==> config.mk <==
export PLATFORM = sky130hd
export DESIGN_NAME = chunk_deframer_crc_check
export DESIGN_NICKNAME = d
export VERILOG_FILES = /design/src/hw/rtl/cdcc_pkg.sv /design/src/hw/rtl/cdcc_parser.sv /design/src/hw/rtl/cdcc_res_fifo.sv /design/src/hw/rtl/chunk_deframer_crc_check.sv
export SDC_FILE = /design/constraint.sdc
export NUM_CORES = 1
export LEC_CHECK = 0
export ABC_AREA = 0
export BUFFER_PORTS_ARGS = -buffer_cell sky130_fd_sc_hd__buf_2
export CAP_MARGIN = 20
export CORE_MARGIN = 2
export CORE_UTILIZATION = 50
export CTS_CLUSTER_DIAMETER = 200
export DETAILED_ROUTE_END_ITERATION = 10
export PLACE_DENSITY = 0.69
export SLEW_MARGIN = 20
export SYNTH_ARGS = -nofsm -noshare
export SYNTH_HDL_FRONTEND = slang
export SYNTH_SLANG_ARGS = --single-unit
==> constraint.sdc <==
create_clock -name i_clk -period 8.75 [get_ports i_clk]
set_clock_uncertainty 0.05 [all_clocks]
set_input_delay 2.1875 -clock i_clk [delete_from_list [all_inputs] [get_ports i_clk]]
set_output_delay 2.1875 -clock i_clk [all_outputs]
set_load 0.01 [all_outputs]
==> src/hw/rtl/cdcc_pkg.sv <==
// Package with types, constants and the CRC-32C byte function of the chunk deframer.
package cdcc_pkg;

    localparam int MAX_CHUNK_BYTES = 65536;
    localparam int HEADER_BYTES    = 16;
    localparam int POS_W           = $clog2(HEADER_BYTES);
    localparam int LEFT_W          = $clog2(MAX_CHUNK_BYTES + 1);

    // Header byte offsets.
    localparam logic [POS_W-1:0] POS_LEN   = POS_W'(4);
    localparam logic [POS_W-1:0] POS_CRC   = POS_W'(8);
    localparam logic [POS_W-1:0] POS_FLAGS = POS_W'(12);
    localparam logic [POS_W-1:0] POS_LAST  = POS_W'(HEADER_BYTES - 1);

    localparam logic [31:0] CRC_POLY = 32'h82F6_3B78;
    localparam logic [31:0] CRC_INIT = 32'hFFFF_FFFF;

    // Summary status codes.
    localparam logic [1:0] ST_OK    = 2'd0;
    localparam logic [1:0] ST_TRUNC = 2'd1;
    localparam logic [1:0] ST_RSVD  = 2'd2;
    localparam logic [1:0] ST_LONG  = 2'd3;

    // Result kinds.
    localparam logic KIND_PAYLOAD = 1'b0;
    localparam logic KIND_SUMMARY = 1'b1;

    // Result queue geometry.
    localparam int FIFO_DEPTH = 4;
    localparam int FIFO_AW    = $clog2(FIFO_DEPTH);
    localparam int FIFO_CW    = $clog2(FIFO_DEPTH + 1);

    typedef enum logic [1:0] {
        PH_HEADER,
        PH_PAYLOAD,
        PH_DONE
    } t_phase;

    typedef struct packed {
        logic        kind;
        logic [7:0]  payload_byte;
        logic [31:0] frame_seq;
        logic [31:0] payload_len;
        logic [7:0]  chunk_flags;
        logic [1:0]  status;
        logic        crc_match;
    } t_result;

    // Up to two results per input item; slot one is used only with slot zero.
    typedef struct packed {
        logic    vld0;
        logic    vld1;
        t_result res0;
        t_result res1;
    } t_push;

    function automatic logic [31:0] crc32c_byte(logic [31:0] crc, logic [7:0] b);
        logic [31:0] c;
        c = crc ^ {24'd0, b};
        for (int i = 0; i < 8; i++) begin
            c = c[0] ? ((c >> 1) ^ CRC_POLY) : (c >> 1);
        end
        return c;
    endfunction

endpackage

==> src/hw/rtl/cdcc_parser.sv <==
// Frame parser: header capture, payload CRC and summary generation for one byte per cycle while i_adv is high.
module cdcc_parser (
    input  logic                i_clk,
    input  logic                i_rst_n,
    input  logic                i_adv,
    input  logic [7:0]          i_byte,
    input  logic                i_end,
    output cdcc_pkg::t_push     o_push
);

    cdcc_pkg::t_phase                r_phase, n_phase;
    logic [cdcc_pkg::POS_W-1:0]      r_pos, n_pos;
    logic [31:0]                     r_index, n_index;
    logic [31:0]                     r_length, n_length;
    logic [31:0]                     r_stored, n_stored;
    logic [7:0]                      r_flags, n_flags;
    logic                            r_rsvd_bad, n_rsvd_bad;
    logic [cdcc_pkg::LEFT_W-1:0]     r_left, n_left;
    logic [31:0]                     r_crc, n_crc;

    logic            do_clear;
    logic            go_payload;
    logic            go_done;
    logic            hdr_last;
    logic [4:0]      lane_lo;
    logic [31:0]     crc_new;
    logic [cdcc_pkg::LEFT_W-1:0] left_dec;

    function automatic cdcc_pkg::t_result mk_summary(
        logic [31:0] idx, logic [31:0] len, logic [7:0] flg,
        logic [1:0] st, logic match);
        cdcc_pkg::t_result r;
        r.kind         = cdcc_pkg::KIND_SUMMARY;
        r.payload_byte = 8'd0;
        r.frame_seq    = idx;
        r.payload_len  = len;
        r.chunk_flags  = flg;
        r.status       = st;
        r.crc_match    = (st == cdcc_pkg::ST_OK) ? match : 1'b0;
        return r;
    endfunction

    // Datapath and result selection.
    always_comb begin
        n_pos      = r_pos;
        n_index    = r_index;
        n_length   = r_length;
        n_stored   = r_stored;
        n_flags    = r_flags;
        n_rsvd_bad = r_rsvd_bad;
        n_left     = r_left;
        n_crc      = r_crc;
        do_clear   = 1'b0;
        go_payload = 1'b0;
        go_done    = 1'b0;
        o_push     = '0;

        // Big-endian byte lane inside a 32-bit header word.
        lane_lo  = {~r_pos[1:0], 3'b000};
        hdr_last = (r_pos == cdcc_pkg::POS_LAST);
        crc_new  = cdcc_pkg::crc32c_byte(r_crc, i_byte);
        left_dec = (r_left != '0) ? (r_left - cdcc_pkg::LEFT_W'(1)) : '0;

        unique case (r_phase)
            cdcc_pkg::PH_HEADER: begin
                if (r_pos < cdcc_pkg::POS_LEN) begin
                    n_index[lane_lo +: 8] = r_index[lane_lo +: 8] | i_byte;
                end else if (r_pos < cdcc_pkg::POS_CRC) begin
                    n_length[lane_lo +: 8] = r_length[lane_lo +: 8] | i_byte;
                end else if (r_pos < cdcc_pkg::POS_FLAGS) begin
                    n_stored[lane_lo +: 8] = r_stored[lane_lo +: 8] | i_byte;
                end else if (r_pos == cdcc_pkg::POS_FLAGS) begin
                    n_flags = i_byte;
                end else if (i_byte != 8'd0) begin
                    n_rsvd_bad = 1'b1;
                end

                if (!hdr_last) begin
                    n_pos = r_pos + cdcc_pkg::POS_W'(1);
                    if (i_end) begin
                        o_push.vld0 = 1'b1;
                        o_push.res0 = mk_summary(n_index, n_length, n_flags,
                                                 cdcc_pkg::ST_TRUNC, 1'b0);
                        do_clear    = 1'b1;
                    end
                end else begin
                    o_push.vld0 = 1'b1;
                    if (n_rsvd_bad) begin
                        o_push.res0 = mk_summary(n_index, n_length, n_flags,
                                                 cdcc_pkg::ST_RSVD, 1'b0);
                    end else if (n_length > 32'(cdcc_pkg::MAX_CHUNK_BYTES)) begin
                        o_push.res0 = mk_summary(n_index, n_length, n_flags,
                                                 cdcc_pkg::ST_LONG, 1'b0);
                    end else if (n_length == 32'd0) begin
                        o_push.res0 = mk_summary(n_index, n_length, n_flags,
                                                 cdcc_pkg::ST_OK, n_stored == 32'd0);
                    end else if (i_end) begin
                        o_push.res0 = mk_summary(n_index, n_length, n_flags,
                                                 cdcc_pkg::ST_TRUNC, 1'b0);
                    end else begin
                        o_push.vld0 = 1'b0;
                        go_payload  = 1'b1;
                        n_left      = n_length[cdcc_pkg::LEFT_W-1:0];
                        n_crc       = cdcc_pkg::CRC_INIT;
                    end
                    if (o_push.vld0) begin
                        do_clear = i_end;
                        go_done  = !i_end;
                    end
                end
            end
            cdcc_pkg::PH_PAYLOAD: begin
                o_push.vld0              = 1'b1;
                o_push.res0              = '0;
                o_push.res0.kind         = cdcc_pkg::KIND_PAYLOAD;
                o_push.res0.payload_byte = i_byte;
                n_crc                    = crc_new;
                n_left                   = left_dec;
                if (left_dec == '0) begin
                    o_push.vld1 = 1'b1;
                    o_push.res1 = mk_summary(r_index, r_length, r_flags, cdcc_pkg::ST_OK,
                                             (crc_new ^ cdcc_pkg::CRC_INIT) == r_stored);
                    do_clear    = i_end;
                    go_done     = !i_end;
                end else if (i_end) begin
                    o_push.vld1 = 1'b1;
                    o_push.res1 = mk_summary(r_index, r_length, r_flags,
                                             cdcc_pkg::ST_TRUNC, 1'b0);
                    do_clear    = 1'b1;
                end
            end
            cdcc_pkg::PH_DONE: begin
                do_clear = i_end;
            end
            default: begin
                do_clear = i_end;
                go_done  = !i_end;
            end
        endcase
    end

    // Next phase.
    always_comb begin
        n_phase = r_phase;
        if (do_clear) begin
            n_phase = cdcc_pkg::PH_HEADER;
        end else if (go_payload) begin
            n_phase = cdcc_pkg::PH_PAYLOAD;
        end else if (go_done) begin
            n_phase = cdcc_pkg::PH_DONE;
        end
    end

    always_ff @(posedge i_clk) begin
        if (!i_rst_n || (i_adv && do_clear)) begin
            r_phase    <= cdcc_pkg::PH_HEADER;
            r_pos      <= '0;
            r_index    <= '0;
            r_length   <= '0;
            r_stored   <= '0;
            r_flags    <= '0;
            r_rsvd_bad <= 1'b0;
            r_left     <= '0;
            r_crc      <= cdcc_pkg::CRC_INIT;
        end else if (i_adv) begin
            r_phase    <= n_phase;
            r_pos      <= n_pos;
            r_index    <= n_index;
            r_length   <= n_length;
            r_stored   <= n_stored;
            r_flags    <= n_flags;
            r_rsvd_bad <= n_rsvd_bad;
            r_left     <= n_left;
            r_crc      <= n_crc;
        end
    end

endmodule

==> src/hw/rtl/cdcc_res_fifo.sv <==
// Result queue: takes up to two results per cycle and delivers one per cycle while the reader pops.
module cdcc_res_fifo (
    input  logic                i_clk,
    input  logic                i_rst_n,
    input  logic                i_wr,
    input  cdcc_pkg::t_push     i_push,
    output logic                o_space_ok,
    output logic                o_valid,
    input  logic                i_pop,
    output cdcc_pkg::t_result   o_head
);

    cdcc_pkg::t_result                 r_mem [cdcc_pkg::FIFO_DEPTH];
    logic [cdcc_pkg::FIFO_AW-1:0]      r_wp, n_wp;
    logic [cdcc_pkg::FIFO_AW-1:0]      r_rp, n_rp;
    logic [cdcc_pkg::FIFO_CW-1:0]      r_cnt, n_cnt;
    logic [cdcc_pkg::FIFO_AW-1:0]      wp1;
    logic                              wr0, wr1, pop;

    assign wp1        = r_wp + cdcc_pkg::FIFO_AW'(1);
    assign wr0        = i_wr && i_push.vld0;
    assign wr1        = i_wr && i_push.vld1;
    assign o_valid    = (r_cnt != '0);
    assign pop        = o_valid && i_pop;
    assign o_space_ok = (r_cnt <= cdcc_pkg::FIFO_CW'(cdcc_pkg::FIFO_DEPTH - 2));
    assign o_head     = r_mem[r_rp];

    always_comb begin
        n_wp  = r_wp + cdcc_pkg::FIFO_AW'(wr0) + cdcc_pkg::FIFO_AW'(wr1);
        n_rp  = r_rp + cdcc_pkg::FIFO_AW'(pop);
        n_cnt = r_cnt + cdcc_pkg::FIFO_CW'(wr0) + cdcc_pkg::FIFO_CW'(wr1)
              - cdcc_pkg::FIFO_CW'(pop);
    end

    always_ff @(posedge i_clk) begin
        if (!i_rst_n) begin
            r_wp  <= '0;
            r_rp  <= '0;
            r_cnt <= '0;
        end else begin
            r_wp  <= n_wp;
            r_rp  <= n_rp;
            r_cnt <= n_cnt;
        end
    end

    always_ff @(posedge i_clk) begin
        if (wr0) begin
            r_mem[r_wp] <= i_push.res0;
        end
        if (wr1) begin
            r_mem[wp1] <= i_push.res1;
        end
    end

endmodule

==> src/hw/rtl/chunk_deframer_crc_check.sv <==
// Top level of the chunk deframer with CRC-32C check: input register, parser, result queue.
// An accepted byte is held in the input register and parsed from it; its results are written
// into the result queue, whose head drives the output ports. Throughput: one byte per cycle
// while the queue has room for two results; a byte that ends a payload gives two results, which
// the four-entry queue drains one per cycle while the receiver is ready. Reset is synchronous,
// active low, and clears the parser state, input register and queue; no clearing pass is needed.
module chunk_deframer_crc_check (
    input  logic        i_clk,
    input  logic        i_rst_n,
    // Input byte channel.
    input  logic        i_in_valid,
    output logic        o_in_ready,
    input  logic [7:0]  i_data_byte,
    input  logic        i_buffer_end,
    // Result channel.
    output logic        o_out_valid,
    input  logic        i_out_ready,
    output logic        o_kind,
    output logic [7:0]  o_payload_byte,
    output logic [31:0] o_frame_seq,
    output logic [31:0] o_payload_len,
    output logic [7:0]  o_chunk_flags,
    output logic [1:0]  o_status,
    output logic        o_crc_match
);

    // The input register holds one accepted item until the parser can consume it.
    logic        r_in_vld;
    logic [7:0]  r_in_byte;
    logic        r_in_end;

    logic                space_ok;
    logic                adv;
    cdcc_pkg::t_push     push;
    cdcc_pkg::t_result   head;

    // The parser consumes the held item only when the queue has room for two results,
    // so a payload-ending byte can never overflow it. The input side stalls only while
    // more than two results wait in the queue.
    assign adv        = r_in_vld && space_ok;
    assign o_in_ready = !r_in_vld || adv;

    always_ff @(posedge i_clk) begin
        if (!i_rst_n) begin
            r_in_vld <= 1'b0;
        end else if (o_in_ready) begin
            r_in_vld <= i_in_valid;
        end
    end

    always_ff @(posedge i_clk) begin
        if (o_in_ready && i_in_valid) begin
            r_in_byte <= i_data_byte;
            r_in_end  <= i_buffer_end;
        end
    end

    cdcc_parser u_parser (
        .i_clk   (i_clk),
        .i_rst_n (i_rst_n),
        .i_adv   (adv),
        .i_byte  (r_in_byte),
        .i_end   (r_in_end),
        .o_push  (push)
    );

    cdcc_res_fifo u_fifo (
        .i_clk      (i_clk),
        .i_rst_n    (i_rst_n),
        .i_wr       (adv),
        .i_push     (push),
        .o_space_ok (space_ok),
        .o_valid    (o_out_valid),
        .i_pop      (i_out_ready),
        .o_head     (head)
    );

    // The head of the queue drives the result ports directly.
    assign o_kind         = head.kind;
    assign o_payload_byte = head.payload_byte;
    assign o_frame_seq    = head.frame_seq;
    assign o_payload_len  = head.payload_len;
    assign o_chunk_flags  = head.chunk_flags;
    assign o_status       = head.status;
    assign o_crc_match    = head.crc_match;

endmodule

==> run_results.csv <==
group,metric,value,unit
clock_tree,clkTransAtPathRegs,60,ps
detailed_routing,drt-wirelength-per-cell,25.2,um
power_and_ir_drop,peakVddDrop,165,uV
synth,synth_top_family_by_area,"compound AO/OA/AOI/OAI gates",
floorplanning,die_h,233,um
setup_path,critPathMaxFanout,50,
place,io_buffers,98,
clock_tree,ctsHoldBuffers,0,
detailed_routing,num_vias,20700,
timing,clock.fmax,0.157,GHz
synth,synthArstFlopShare,0,%
synth,dominantRegCellSynth,"edfxtp_1",
timing,setup_tns,0,ps
detailed_routing,drc,0,
synth,synth.distinct_cells,81,
layout,fill_cells,4300,
clock_tree,clk_latency,610,ps
global_routing,grt_pass1_vias,19800,
power_and_ir_drop,sw_frac_of_total,32.3,%
clock_tree,numClockSinks,513,
clock_tree,cts_buffers,55,
setup_path,path_class,"reg2reg",
layout,post-route-util,56.0,%
detailed_routing,first_iter_violations,2913,
setup_path,crit_path_end_kind,"register",
synth,synth_compound_area_share,15.4,%
synth,yosysSeqAreaShare,51.0,%
min_path,hp-class,"reg2reg",
synth,syn_area,26200,um^2
clock_tree,cts_resized,0,
timing,setup_viol,0,
detailed_routing,vias_per_cell,6.48,
global_routing,grt_overflow,0,
setup_path,startpoint_type,"register",
run_status,status,"complete, no violations",
layout,post_route_cells_drive_above_1_share,15.1,%
detailed_routing,ant_nets,0,
synth,synth-xor-area-share,5.44,%
synth,syn_inst,2473,
power_and_ir_drop,powerDensity,240,nW/um^2
detailed_routing,dr.pass1.iters,9,
floorplanning,initial_core_util,50.8,%
clock_tree,ctsHtreeMaxLevel,2,
clock_tree,clock_path_buffers,3,
synth,yosys.area.top_type_share,35.4,%
power_and_ir_drop,leakage,0.00921,uW
power_and_ir_drop,internal_power,4700,uW
place,gp_congestion,0.924,
layout,layout.nets,2498,
floorplanning,pin_count,99,
flow_run,drv_cap,0,
clock_tree,root_buffer,"clkbuf_16",
synth,synthMuxAreaShare,10.1,%
timing,hold_violations,0,
synth,yosysMostFrequentCell,"nand2_1",
synth,ys_warn_count,0,
timing,rsz0062_at_grt,"no",
global_routing,grt_pass1_wl,122000,um
synth,synthSimpleGateAreaFrac,13.8,%
synth,synth_edf_count,309,
timing,maxSlewViolCount,0,
global_routing,antenna_found_initial,2,
floorplanning,core,51600,um^2
global_routing,grt_max_degree,99,
power_and_ir_drop,pwr-share-clk,32.8,%
synth,yosys.area.top_type,"edfxtp_1",
place,dp_hpwl,49900,um
synth,synth-seq-cells,513,
place,place_area,27100,um^2
floorplanning,dieArea,54300,um^2
power_and_ir_drop,pwr-share-seq,42.3,%
synth,yosys-top-cells-count,"413 x nand2_1, 309 x edfxtp_1, 207 x nor2_1, 204 x dfxtp_1, 161 x o21ai_1",
global_routing,grt_use_total,29.7,%
clock_tree,cts_tree,"done",
timing,tightest_slew,1140,ps
detailed_routing,finalWirelength,80600,um
layout,stdcell_area,28900,um^2
synth,yosys.area_share.adder,0.659,%
synth,syn-num-nets,2498,
timing,timing.final.crit_share,72.9,%
layout,diodes,0,
setup_path,arrival,6780,ps
power_and_ir_drop,p_switching,2250,uW
clock_tree,post-cts-setup-buffer-count,0,
setup_path,critical_path_required,9150,ps
power_and_ir_drop,p_comb_share,25.0,%
synth,ys_top_cells_by_area,"edfxtp_1 35%, dfxtp_1 16%, mux4_2 8.6%",
timing,slew_headroom,24.0,%
timing,holdWs,403,ps
floorplanning,floorplan.rows,83,
synth,avgSynthCellArea,10.6,um^2
floorplanning,die_w,233,um
timing,period_needed,6380,ps
layout,area_growth,10.3,%
[metal layers]
metal	vias to the layer above	global-route usage (%)	share of wire (%)
met5	-	0	0.016
met4	2	10.7	3.4
met3	181	4.94	11
met2	1273	46.9	46
met1	10100	41.4	39
li1	9138	-	-
[per-stage QoR]
| step | setup WS [ps] | instances | power, uW |
|---|---|---|---|
| 5_1_grt | 1970 | 3198 | 7200 |
| 3_5_place_dp | 2510 | 3096 | 4700 |
| 3_3_place_gp | 2790 | 3095 | 4660 |
| 2_1_floorplan | 291 | 2473 | 4090 |
| 6_report | 2370 | 3198 | 6940 |
| 4_1_cts | 2470 | 3198 | 6940 |
[power groups by stage]
stage / Clock, uW / Combinational [uW] / Sequential (uW)
after global placement: 0 / 1700 / 2970
after global routing: 2390 / 1860 / 2950
final: 2280 / 1730 / 2940
after CTS: 2290 / 1730 / 2930
after detailed placement: 0 / 1720 / 2970
after floorplan: 0 / 1280 / 2810
[cell usage in the layout, fill, tap and decap left out, types with 9 or more instances in the layout]
master and count:
nor2_1 205, and2_1 18, inv_1 19, and3_1 16, clkbuf_1 20, clkbuf_16 56
a21oi_1 77, o21ai_1 161, xnor3_1 25, dfxtp_1 201, nand3_1 17, nor3_1 43
edfxtp_1 309, a22oi_1 75, mux4_2 100, o31ai_1 16, a32o_1 18, or3_1 12
mux2i_1 28, a22o_1 29, or2_2 22, ha_1 9, nor3b_1 11, o21ai_0 136
nand4_1 9, xnor2_1 62, buf_2 99, nand3b_1 10, clkbuf_8 9, a211oi_1 73
buf_4 44, xor2_1 31, nand2_1 412, nor4_1 14
[layout make-up]
class | count | area [um^2] | area share (%)
sequential | 513 | 13400 | 46.3
multi-input combinational | 1738 | 12000 | 41.6
clock buffer | 85 | 1600 | 5.54
tap | 680 | 851 | 2.94
timing repair buffer | 143 | 826 | 2.86
clock inverter | 17 | 154 | 0.532
inverter | 22 | 83.8 | 0.290
[state kept, by name, indices dropped and copies added (netlist names), 3 cells and up]
register	count
u_fifo.r_mem	336
r_in_byte	8
u_parser.r_index	32
u_parser.r_left	17
u_parser.r_pos	4
u_parser.r_length	32
u_parser.r_crc	32
u_fifo.r_cnt	3
u_parser.r_flags	8
u_parser.r_stored	32
[logic make-up after synthesis]
family,count (synthesis)
DFF,513
AOI/OAI and AO/OA,643
xor gates and xnor gates,121
adders and majority gates,12
buffers and inverters,222
muxes,137
and+or+nand+nor,825
[final timing paths]
path                            cells past startpoint  slack [ps]                   to           startpoint
worst max-delay path                               13        2370  u_fifo.r_mem[0][21]    u_parser.r_pos[0]
worst min-delay path                                2         400  u_fifo.r_mem[2][79]  u_fifo.r_mem[2][79]
worst max register to register                     13        2370  u_fifo.r_mem[0][21]    u_parser.r_pos[0]
worst min register to register                      2         400  u_fifo.r_mem[2][79]  u_fifo.r_mem[2][79]
[worst max-delay path, stage by stage, from the launching register on]
cell      delay (ps)
dfxtp_1          700
buf_4            410
inv_2            160
ha_1             380
nand3b_1         410
nor2_1           340
a22oi_1          620
nand2_1          200
nor4_4           440
xor2_2           310
a21boi_1         930
o211ai_4         470
buf_4            490
o21ai_0          250
Power figures use the tool's default switching activity.
